$ cat src/design/otp_pkg.sv
`default_nettype none
package otp_pkg;

    localparam int CORDIC_STEPS    = 16;
    localparam int MAX_SAMPLES_DEF = 64;
    localparam int XY_W            = 34;
    localparam int Z_W             = 32;
    localparam logic signed [XY_W-1:0] CORDIC_ONE_K = 34'sd652032874;

    // Configuration register indexes
    localparam logic [2:0] REG_BOW       = 3'd0;
    localparam logic [2:0] REG_STERN     = 3'd1;
    localparam logic [2:0] REG_PORT      = 3'd2;
    localparam logic [2:0] REG_STARBOARD = 3'd3;
    localparam logic [2:0] REG_STEP_TIME = 3'd4;
    localparam logic [2:0] REG_NUM_SAMP  = 3'd5;

    // Members run from the highest bits down, so pos_x sits in the lowest bits.
    typedef struct packed {
        logic signed [15:0] sway;
        logic signed [15:0] surge;
        logic [15:0]        heading;
        logic signed [31:0] pos_y;
        logic signed [31:0] pos_x;
    } otp_item_t;

    typedef struct packed {
        logic signed [XY_W-1:0] x;
        logic signed [XY_W-1:0] y;
        logic signed [Z_W-1:0]  z;
        logic [1:0]             quad;
    } otp_rot_t;

    typedef struct packed {
        logic signed [31:0] cx;
        logic signed [31:0] cy;
        logic signed [16:0] vx;
        logic signed [16:0] vy;
        logic signed [33:0] dx;
        logic signed [33:0] dy;
        logic [15:0]        heading;
    } otp_traj_t;

    // Arctangent of 2^-i, 2^32 per turn.
    function automatic logic signed [Z_W-1:0] atan_val(input int i);
        logic signed [Z_W-1:0] r;
        case (i)
            0:       r = 32'sd536870912;
            1:       r = 32'sd316933406;
            2:       r = 32'sd167458907;
            3:       r = 32'sd85005780;
            4:       r = 32'sd42667331;
            5:       r = 32'sd21354465;
            6:       r = 32'sd10679838;
            7:       r = 32'sd5340245;
            8:       r = 32'sd2670163;
            9:       r = 32'sd1335087;
            10:      r = 32'sd667544;
            11:      r = 32'sd333772;
            12:      r = 32'sd166886;
            13:      r = 32'sd83443;
            14:      r = 32'sd41722;
            15:      r = 32'sd20861;
            default: r = 32'sd0;
        endcase
        return r;
    endfunction

    function automatic logic signed [31:0] sat32(input logic signed [40:0] v);
        logic signed [31:0] r;
        if (v > 41'sd2147483647)
            r = 32'sh7FFFFFFF;
        else if (v < -41'sd2147483648)
            r = 32'sh80000000;
        else
            r = v[31:0];
        return r;
    endfunction

    function automatic logic signed [16:0] sat17(input logic signed [40:0] v);
        logic signed [16:0] r;
        if (v > 41'sd65535)
            r = 17'sh0FFFF;
        else if (v < -41'sd65536)
            r = 17'sh10000;
        else
            r = v[16:0];
        return r;
    endfunction

endpackage
`default_nettype wire

$ cat src/design/otp_expand.sv
`default_nettype none
module otp_expand
    import otp_pkg::*;
#(
    parameter int MAX_SAMPLES = MAX_SAMPLES_DEF
) (
    input  wire logic        clk,
    input  wire logic        rst_n,
    input  wire logic        in_valid,
    input  wire otp_traj_t   in_traj,
    input  wire logic [6:0]  num_samples,
    output logic             load,
    output logic             m_tvalid,
    input  wire logic        m_tready,
    output logic [119:0]     m_tdata,
    output logic             m_tlast
);

    localparam int IDX_W = $clog2(MAX_SAMPLES);

    logic               busy_reg;
    logic [IDX_W-1:0]   idx_reg;
    logic [IDX_W-1:0]   last_reg;
    logic [IDX_W-1:0]   last_next;
    logic signed [39:0] acc_x_reg, acc_y_reg;
    otp_traj_t          traj_reg;

    logic               out_valid_reg;
    logic [5:0]         o_idx_reg;
    logic signed [31:0] o_px_reg, o_py_reg;
    logic signed [16:0] o_vx_reg, o_vy_reg;
    logic [15:0]        o_hd_reg;
    logic               o_last_reg;

    logic can_emit, emit, fin;
    logic signed [31:0] step_x, step_y;

    always_comb
    begin
        if (num_samples == 7'd0)
            last_next = '0;
        else if (num_samples > 7'(MAX_SAMPLES))
            last_next = IDX_W'(MAX_SAMPLES - 1);
        else
            last_next = IDX_W'(num_samples - 7'd1);
        can_emit = !out_valid_reg || m_tready;
        emit     = busy_reg && can_emit;
        fin      = emit && (idx_reg == last_reg);
        load     = in_valid && (!busy_reg || fin);
        step_x   = 32'((acc_x_reg + 40'sd128) >>> 8);
        step_y   = 32'((acc_y_reg + 40'sd128) >>> 8);
    end

    always_ff @(posedge clk or negedge rst_n)
    begin
        if (!rst_n)
        begin
            busy_reg      <= 1'b0;
            out_valid_reg <= 1'b0;
        end
        else
        begin
            if (can_emit)
                out_valid_reg <= busy_reg;
            if (load)
                busy_reg <= 1'b1;
            else if (fin)
                busy_reg <= 1'b0;
        end
    end

    always_ff @(posedge clk)
    begin
        if (emit)
        begin
            o_idx_reg  <= 6'(idx_reg);
            o_px_reg   <= sat32(41'(traj_reg.cx) + 41'(step_x));
            o_py_reg   <= sat32(41'(traj_reg.cy) + 41'(step_y));
            o_vx_reg   <= traj_reg.vx;
            o_vy_reg   <= traj_reg.vy;
            o_hd_reg   <= traj_reg.heading;
            o_last_reg <= (idx_reg == last_reg);
        end
        if (load)
        begin
            traj_reg  <= in_traj;
            idx_reg   <= '0;
            last_reg  <= last_next;
            acc_x_reg <= '0;
            acc_y_reg <= '0;
        end
        else if (emit)
        begin
            idx_reg   <= idx_reg + 1'b1;
            acc_x_reg <= acc_x_reg + 40'(traj_reg.dx);
            acc_y_reg <= acc_y_reg + 40'(traj_reg.dy);
        end
    end

    assign m_tvalid = out_valid_reg;
    assign m_tlast  = o_last_reg;
    assign m_tdata  = {o_hd_reg, o_vy_reg, o_vx_reg, o_py_reg, o_px_reg, o_idx_reg};

endmodule
`default_nettype wire

$ cat config.mk
export PLATFORM = sky130hd
export DESIGN_NAME = otp_expand
export DESIGN_NICKNAME = d
export VERILOG_FILES = /design/src/design/otp_pkg.sv /design/src/design/otp_expand.sv
export SDC_FILE = /design/constraint.sdc
export NUM_CORES = 1
export LEC_CHECK = 0
export ABC_AREA = 0
export BUFFER_PORTS_ARGS = -buffer_cell sky130_fd_sc_hd__buf_2
export CAP_MARGIN = 20
export CORE_UTILIZATION = 50
export DETAILED_ROUTE_END_ITERATION = 7
export GPL_TIMING_DRIVEN = 0
export PLACE_DENSITY = 0.74
export SLEW_MARGIN = 15
export SYNTH_ARGS = -nofsm -noshare
export SYNTH_HDL_FRONTEND = slang
export SYNTH_SLANG_ARGS = --single-unit
$ cat constraint.sdc
create_clock -name clk -period 22.2 [get_ports clk]
set_input_delay 0 -clock clk [delete_from_list [all_inputs] [get_ports clk]]
set_output_delay 0 -clock clk [all_outputs]
set_load 0.05 [all_outputs]
---- Word level (Yosys, flattened, before mapping) ----
Index checks and enable logic that the tools add are counted.
Widths: inputs -> output; s select.
cells by class
  multiplexer cells ....................... 5
  magnitude comparators ................... 5
  reductions and logical operators ........ 9
  add/sub/neg operators ................... 8
  equality and inequality tests ........... 1
operators by type and width
  operator               count
  $add 40x34->40         2
  $add 40x9->40 const B  2
  $add 32x32->33         2
  $gt 33x32->1 const B   2
  $lt 33x32->1 const B   2
  $mux 32                2
  $gt 7x7->1 const B     1
  $logic_not 7->1        1
  $add 6x1->6 const B    1
  $eq 6x6->1             1
  $mux 6                 1
  $sub 6x1->6 const B    1
  $logic_and 1x1->1      3
  $logic_not 1->1        2
  $logic_or 1x1->1       2
  $mux 1                 2
  $reduce_bool 2->1      1
word-level totals
  register bits after elaboration ......... 397
  word-level logic and storage cells ...... 48
  bits of input ports ..................... 193

---- Depth between registers and ports, before layout ----
Gate-level depths: netlist (run 1).
  word-level depth ........................ 7
  depth in mapped cells ................... 21
  gate-level depth less buffers ........... 18

---- Worst setup path after synthesis (run 1) ----
OpenSTA, ideal clock, no wires.
  kind .................................... register to register
  start ................................... register idx_reg[2]
  end ..................................... register last_reg[0], enable pin
  cell stages (with the launch flop) ...... 10
  data required time ...................... 21.555 ns
  clock period less this slack ............ 7.720 ns
  arrival time ............................ 7.075 ns
  slack ................................... 14.480 ns
  path through ............................ dfxtp_1 -> xnor2_1 -> nand4_1 -> nor3_1 -> nand2_1 -> nand2_1 -> nand2_1 -> inv_1 -> clkbuf_1 -> buf_1
on the way
  word-level cells in the longest chain between the ends .. 4
RTL lines
  element                 RTL line          text
  from (decl)             otp_expand.sv:22  logic [IDX_W-1:0] idx_reg;
  from (signal assigned)  otp_expand.sv:94  idx_reg <= idx_reg + 1'b1;
  $eq 6x6->1              otp_expand.sv:48  fin = emit && (idx_reg == last_reg);
  $logic_and 1x1->1       otp_expand.sv:48
  $logic_or 1x1->1        otp_expand.sv:49  load = in_valid && (!busy_reg || fin);
  $logic_and 1x1->1       otp_expand.sv:49
  via load                otp_expand.sv:12  output logic load,
  to (signal assigned)    otp_expand.sv:88  last_reg <= last_next;
  to (decl)               otp_expand.sv:23  logic [IDX_W-1:0] last_reg;
The timed path passes the listed nets, and every way through them passes these cells.
A chain may end at the register's enable or synchronous reset.

---- Final worst setup path (run 1) ----
  start ................................... register acc_x_reg[9]
  end ..................................... register o_px_reg[0], data pin
on the way
  word-level cells in the longest chain between the ends .. 4
RTL lines
  element                 RTL line          text
  from (decl)             otp_expand.sv:25  logic signed [39:0] acc_x_reg, acc_y_reg;
  from (signal assigned)  otp_expand.sv:95  acc_x_reg <= acc_x_reg + 40'(traj_reg.dx);
  $add 40x9->40 (*)       otp_expand.sv:50  step_x = 32'((acc_x_reg + 40'sd128) >>> 8);
  $add 32x32->33 (*)      otp_expand.sv:77  o_px_reg <= sat32(41'(traj_reg.cx) + 41'(step_x));
  $lt 33x32->1            otp_pkg.sv:73     else if (v < -41'sd2147483648)
  $mux 32                 otp_pkg.sv:73
  to (signal assigned)    otp_expand.sv:77
  to (decl)               otp_expand.sv:30  logic signed [31:0] o_px_reg, o_py_reg;
Mark *: on every way between the ends. The rest lies on a longest branch, timed or not.

==> results of run 1 <==
## worst max-delay path, stage by stage, from the launching register on
cell,delay [ns]
dfxtp_1,0.44
and3_1,0.20
and3_1,0.19
and2_1,0.19
nand2_1,0.11
or2_2,0.30
clkbuf_1,0.20
nor2_1,0.23
nand2_1,0.10
xnor2_1,0.16
ha_1,0.29
clkbuf_1,0.28
nand4_1,0.28
o21ai_0,0.40
nand3b_1,0.20
o21ai_2,0.11
o311ai_4,0.32
xor2_4,0.19
a21oi_4,0.33
buf_4,0.27
o21ai_1,0.09
## cells in the final DEF, fill, tap and decap left out, types with 7 or more instances in the layout
cell	count
edfxtp_1	309
a21oi_1	189
and3_1	33
nor2_1	123
a31o_2	7
buf_2	321
or3_1	7
clkbuf_16	44
clkinv_1	9
dlygate4sd3_1	201
buf_1	9
o21ai_2	10
xnor2_1	117
nor2b_1	17
o21a_1	18
nand3_1	55
mux2i_1	7
o31ai_1	9
nor3_1	26
nand4_1	26
nand2b_1	17
clkbuf_1	50
and2_1	7
clkinv_2	8
dfxtp_1	86
xor2_1	62
o21bai_1	15
nor3b_1	9
ha_1	149
o21ai_1	20
o211ai_1	12
maj3_1	31
inv_1	54
nand2_1	213
a21o_1	75
a31oi_1	25
a211oi_1	26
o21ai_0	76
## logic make-up (layout without fill, tap and decap cells)
| kind of cell | count (synthesis) | after routing | synth area share (%) |
|---|---|---|---|
| multiplexers | 7 | 7 | 0.323 |
| AO/OA/AOI/OAI | 540 | 540 | 16.2 |
| other | 0 | 3 | 0 |
| adder cells (fa/ha/maj) | 187 | 187 | 10.6 |
| AND/OR/NAND/NOR | 561 | 561 | 12.2 |
| buffers and inverters | 123 | 727 | 2.30 |
| XOR/XNOR | 181 | 181 | 7.44 |
| flip-flops | 397 | 397 | 51.0 |
## path summary, 6_finish.rpt
path                                     start           to  depth (start not counted)
worst max-delay path              acc_x_reg[9]  o_px_reg[0]                         20
worst min-delay path            num_samples[4]  last_reg[1]                          5
worst max register to register    acc_x_reg[9]  o_px_reg[0]                         20
worst min register to register    traj_reg[84]  o_vy_reg[0]                          0
max in group asynchronous                rst_n     busy_reg                          3
min in group asynchronous                rst_n     m_tvalid                          3
## layout make-up
cell class	count	area, um^2
antenna	3	7.51
buffer	68	297
clock buffer	50	1130
clock inverter	30	318
fill	3266	14700
inverter	55	206
multi-input combinational	1476	10100
sequential	397	11100
tap	577	722
timing repair buffer	524	3760
## report_power, final
group | switching [uW] | internal (uW) | total (uW)
clock | 308 | 428 | 736
sequential | 142 | 1020 | 1160
combinational | 1200 | 779 | 1980
total | 1650 | 2230 | 3880
## metrics by stage
stage          power (uW)  area, um^2  cells  hold WS [ns]  utilization (%)
3_5_place_dp         3110       24200   2896        -0.210             57.1
3_3_place_gp         3060       24000   2888        -0.212             56.6
4_1_cts              3880       27600   3177        0.0484             65.2
5_1_grt              4140       27600   3180         0.102             65.3
6_report             3880       27600   3180        0.0738             65.3
2_1_floorplan        2680       21700   1996        -0.296                -
## metal layers
layer / GRT usage [%] / vias up / part of all wire [%]
met5: 0 / - / 0
met4: 8.33 / 0 / 2.8
met3: 4.34 / 106 / 5.4
met2: 45.7 / 531 / 49
met1: 32.6 / 8342 / 43
li1: - / 8558 / -
==> results.md, run 1 <==
- The core area is 0.0423 mm^2.
- The cell type with the largest total area after synthesis is edfxtp_1.
- For this run, asynchronously set or reset flops after synthesis account for 0.504%.
- The final hold violation count is 0.
- The floorplan step defined a die boundary enclosing 0.0442 mm^2.
- Between clock sinks in the finished design, the worst skew comes to 0.0118 ns.
- The clock tree from TritonCTS is yes.
- The total detailed-routing wirelength is 57.7 mm.
- The number of gates given a new drive strength after cts is 0.
- Compared with the post-synthesis result, the final layout area differs by 27.5%.
- Ranked by instance count, the synthesized netlist is headed by edfxtp_1 (309), nand2_1 (213), a21oi_1 (189), ha_1 (149), nor2_1 (123).
- The via count of the first global-routing pass came to 17687.
- Dividing total power by cell area gives a power density of 141 mW/mm^2.
- The later pin in the worst-skew pair is clocked with a latency of 0.58 ns.
- The number of standard cells after synthesis is 1996.
- The average wire length per cell after detail routing is 18.1 um.
- Detailed placement ended at an HPWL of 40.3 mm.
- The top-area cell type share of the netlist area is 42.8%.
- 316 I/O pins were placed.
- Clock-pin slew was measured on the worst setup and hold paths at 0.06 ns.
- Before antenna repair, the detailed router went through 5 iterations.
- The weighted congestion reported at the end of routability-driven placement is 0.909.
- The data required time of the worst path is 22.51 ns.
- The kind of start point of the critical path is a register.
- Once the clock tree was built, the setup fixing pass inserted 0 buffers.
- Counting distinct cell types in the post-synthesis netlist gives 93.
- The worst setup slack for register-to-register paths is 17.03 ns.
- The clock root buffer is clkbuf_16.
- The combined global-route utilization of all metal layers is 26.0%.
- The clock passes through at most 3 buffers.
- The share of layout cells above drive strength 1 is 17.3%.
- For the pin with the worst max-slew slack, the measured transition is 0.805 ns.
- The number of core rows is 75.
- The net count after synthesis is 2342.
- The overflow left after global routing is 0.
- Summing every instance area after synthesis gives 0.0217 mm^2.
- After detailed routing, the number of remaining DRC violations is 0.
- The count of pins over their slew limit is 0.
- For this design the static power due to leakage is 0.0113 uW.
- The tree built by TritonCTS fans out to 397 sinks.
- Once the floorplan was initialized, standard cells occupied 51.2% of the core.
- The number of enable flip-flop cells after synthesis is 309.
- The number of warning messages in the yosys log is 0.
- The critical path endpoint category is a register.
- The count of max-cap constraint violations is 0.
- IR analysis of the VDD net gives a maximum drop of 81.3 uV.
- Setup repair after global routing left no endpoint under its margin.
- The setup violation total in the final timing report is 0.
- The min-delay analysis places its worst path in the category in -> reg.
- By startpoint and endpoint, the worst setup path is classified as reg -> reg.
- The routed design could run at a clock period as short as 5.17 ns.
- In this run, the number of DRC markers left after iteration 0 of detailed routing was 1225.
- The register with the most flip-flops in the layout has 182 of them.
- TritonCTS created 44 clock buffers.
- The data arrival at the endpoint of the critical path is 5.48 ns.
- For this run, the leading register cell type out of synthesis is edfxtp_1.
- In the post-synthesis netlist, the biggest area contributors are edfxtp_1 (43%), ha_1 (8.6%), dfxtp_1 (7.9%), xnor2_1 (4.7%), a21oi_1 (4.4%).
- Yosys instantiated no cell more often than edfxtp_1.
- The final-layout setup total negative slack is 0 ns.
- Sequential cells were found to cover 51.0% of the synthesized design area.
- The net count of the finished layout is 2912.
- At the placement stage, the worst setup path has a slack of 17.14 ns.
- The number of antenna violations at the first check in global routing was 3.
- The number of buffer cells added on primary ports is 315.
- The final antenna-violating net count is 0.
- The setup slack after layout is 17.03 ns.
- Based on the critical path, the design can be clocked at up to 193 MHz.
- The run finished with clean final reports.
- The pin count of the biggest net entering global routing is 60.
- The die outline width is 210 um.
- The first-pass GRT wire length is 90.9 mm.
- Across all layers, the routed design uses 17537 vias.
- Buffers inserted to repair hold after CTS numbered 201.
- In the routed layout, each cell is associated on average with a via count of 5.51.
- The die is 210 um tall.
- The mean cell area of the mapped netlist is 10.9 um^2.
- Along the worst path, the maximum fanout reaches 10.
- The synthesized design contains 397 register bits.
- The worst relative slew slack is 46.3%.
- The count of H-tree levels built during CTS is 2.
- After layout, the worst path uses 23.3% of the clock period.
Power figures use the tool's default switching activity.
==> inputs of run 2 (changes only) <==
==> constraint.sdc (replaced) <==
create_clock -name clk -period 4.8 [get_ports clk]
set_input_delay 0 -clock clk [delete_from_list [all_inputs] [get_ports clk]]
set_output_delay 0 -clock clk [all_outputs]
set_load 0.05 [all_outputs]
==> run 2 against run 1 <==
  * Power grew to 4.6 times the previous value
  * Cell count is 0.25% lower
  * Die area did not move
  * Sequential cell count did not move
  * Utilization is 0.12 points lower
  * Clock skew increased by 0.013 ns
  * Critical path type unchanged
  * Largest cell class unchanged
  * Largest power group unchanged
==> results.md, run 2 (synthesis results as in run 1) <==
- The net switching component of the power is 7660 uW.
- The average wire length per cell after detail routing is 18.1 um.
- The data required time of the worst path is 5.10 ns.
- The iteration count of the initial detailed-routing pass is 5.
- The slowest stage cell on the critical path is dfxtp_2.
- The DRC violation count after routing is 0.
- After the last flow step, the layout net total stands at 2906.
- Cells with a size suffix above 1 make up 18.0% of the layout.
- From synthesis to final layout, the design area changed by 27.2%.
- In this run, the combinational gates consume 51.8% of the power.
- The clock tree from TritonCTS is yes.
- The maximum clock frequency is 217 MHz.
- The startpoint identified for the worst hold timing path is num_samples[2].
- The insertion delay of the later-clocked pin in the worst-skew pair is 0.58 ns.
- Broken down by cell family, the worst path's largest delay share belongs to compound AO/OA/AOI/OAI gates.
- The tree is rooted in a clkbuf_16.
- The worst relative slew slack is 44.2%.
- The final hold violation count is 0.
- The number of buffer cells added on primary ports is 315.
- In this run switching power makes up 42.7% of total power.
- The flow ran to the end, and the final reports show no timing, DRC or antenna violations.
- The TritonCTS buffer count is 42.
- The worst setup path is captured at a register.
- The startpoint identified for the worst register-to-register timing path is acc_y_reg[9].
- The effective utilization at floorplan is 51.2%.
- The count of pins over their slew limit is 0.
- At the worst endpoint, the arrival time is 4.92 ns.
- The sequential fraction of design power is 30.1%.
- Once placement finished, the instance area stood at 0.0240 mm^2.
- In this run the worst path has a maximum fanout of 10.
- CTS saw 397 sinks.
- The number of buffers and inverters on the critical path is 1.
- The die area is 0.0442 mm^2.
- The placement-stage worst setup slack is -0.169 ns.
- The setup slack after layout is 0.182 ns.
- The setup violation total in the final timing report is 0.
- The die is 210 um wide.
- The final layout contains routed wiring with a total length of 57.6 mm.
- STA classifies the critical path startpoint as a register.
- The worst path uses 96.2% of the clock period.
- The register with the most flip-flops in the layout has 182 of them.
- The weighted congestion reported at the end of routability-driven placement is 0.894.
- The design draws 18000 uW.
- The count of H-tree levels built during CTS is 2.
- Global routing finished with a remaining overflow of 0.
- The core area is 0.0423 mm^2.
- The combined global-route utilization of all metal layers is 26.0%.
- The first global-routing pass estimated 90.5 mm of wire.
- The class of the most critical hold timing path is in -> reg.
- The power per cell area is 651 mW/mm^2.
- The via count of the first global-routing pass is 17368.
- For this run, the slowest stage of the critical path takes 0.41 ns.
- The final worst clock skew is 0.0245 ns.
- The top cell types in the final layout, fill and taps aside, are buf_2 (317), edfxtp_1 (309), nand2_1 (212).
- The leakage power figure is 0.0112 uW.
- The number of design-rule violations left by the first detailed-router iteration is 1206.
- The internal power of the cells totals 10300 uW.
- Using the TritonRoute via totals, the vias-per-cell ratio works out to 5.51.
- The tool flagged a number of max-cap violations equal to 0.
- For this design the top-level I/O count stands at 316.
- Entering global routing, the biggest net connects 110 pins.
- After routing the design area is 0.0276 mm^2.
- The critical path start-end classification is reg -> reg.
- The actual slew at the worst max-slew pin is 0.836 ns.
- The part of the total power dissipated in the clock network is 18.1%.
- Walking the worst path, the cells encountered are and3_1, and3_1, nand3_2, nor2_4, nand4_1, xnor2_2, ha_1, a21o_1, a21o_1, a21oi_1, nand3_1, a31oi_1, o21ai_1, a31o_2, nand3b_1, a41oi_4, buf_4, maj3_1.
- Across the VDD grid, the largest voltage drop is 333 uV.
- The number of core rows is 75.
- The final route contains 17470 vias.
- The die height is 210 um.
- The start point of the critical path is acc_y_reg[9].
- The library cell used most frequently in the layout, excluding fill and tap cells, is buf_2.
- Once detail routing completed, the nets flagged for antenna violations numbered 0.
- No sink is reached through more buffers than the 3 on the longest clock path.
- The shortest period the worst path allows is 4.62 ns.
- The estimated wirelength of the detail-placed design is 39.3 mm.
- The clock input transition at the sequential cells of the worst setup and hold paths is 0.06 ns.
- The number of antenna violations at the first check in global routing is 2.
[run 2: repair_timing]
item / CTS / global route
hold buffers: 200 / 0
buffers inserted: 2 / 4
resized for setup: 2 / 32
endpoints found under the hold margin: 194 / 0
pin swaps: 2 / 3
setup endpoints to repair: 34 / 63
[run 2: power groups by stage]
stage	clock network (uW)	logic [uW]	registers [uW]
after CTS	3300	9090	5390
after detailed placement	0	8890	5450
final	3240	9310	5400
after global placement	0	8680	5440
after floorplan	0	5980	6410
after global routing	3450	10200	5490
[run 2: final timing paths]
kind                       cells past startpoint      endpoint  slack (ns)
setup / recovery                              18  o_py_reg[24]        0.18
hold / removal                                 5   last_reg[5]        0.09
setup reg to reg                              18  o_py_reg[24]        0.18
hold reg to reg                                0   o_vy_reg[5]        0.42
max in group asynchronous                      3      busy_reg        4.37
min in group asynchronous                      3      m_tvalid        0.31
[run 2: cell type report]
type,instances,area [um^2]
Clock buffer,55,1120
Buffer,65,313
Sequential cell,397,11100
Tap cell,577,722
Multi-Input combinational cell,1476,10200
Antenna cell,2,5.00
Clock inverter,22,244
Fill cell,3205,14700
Inverter,55,206
Timing Repair Buffer,523,3680
[run 2: layer usage]
metal / GRT usage (%) / wire length, um
met1: 33.1 / 24600
met2: 46.1 / 28700
met3: 3.53 / 2960
met4: 7.68 / 1220
met5: 0 / 0
[run 2: worst reg2reg max path: cells and delay by family, from the launching register on]
family                   cells  cell delay [ns]
AO/OA/AOI/OAI                7             1.57
XOR/XNOR                     1             0.18
adder cells (fa/ha/maj)      2             0.72
buffers and inverters        1             0.25
flip-flops                   1             0.41
AND/OR/NAND/NOR              7             1.22
[run 2: metrics by stage]
stage | hold WS, ns | TNS, ns | util (%) | std cells
detailed placement | -0.210 | -2.63 | 56.8 | 2890
floorplan | -0.296 | 0 | - | 1996
CTS | 0.0213 | 0 | 64.8 | 3168
finish | 0.0857 | 0 | 65.1 | 3172
global route | 0.110 | -0.0204 | 65.1 | 3172
global placement | -0.213 | -274.96 | 56.7 | 2888
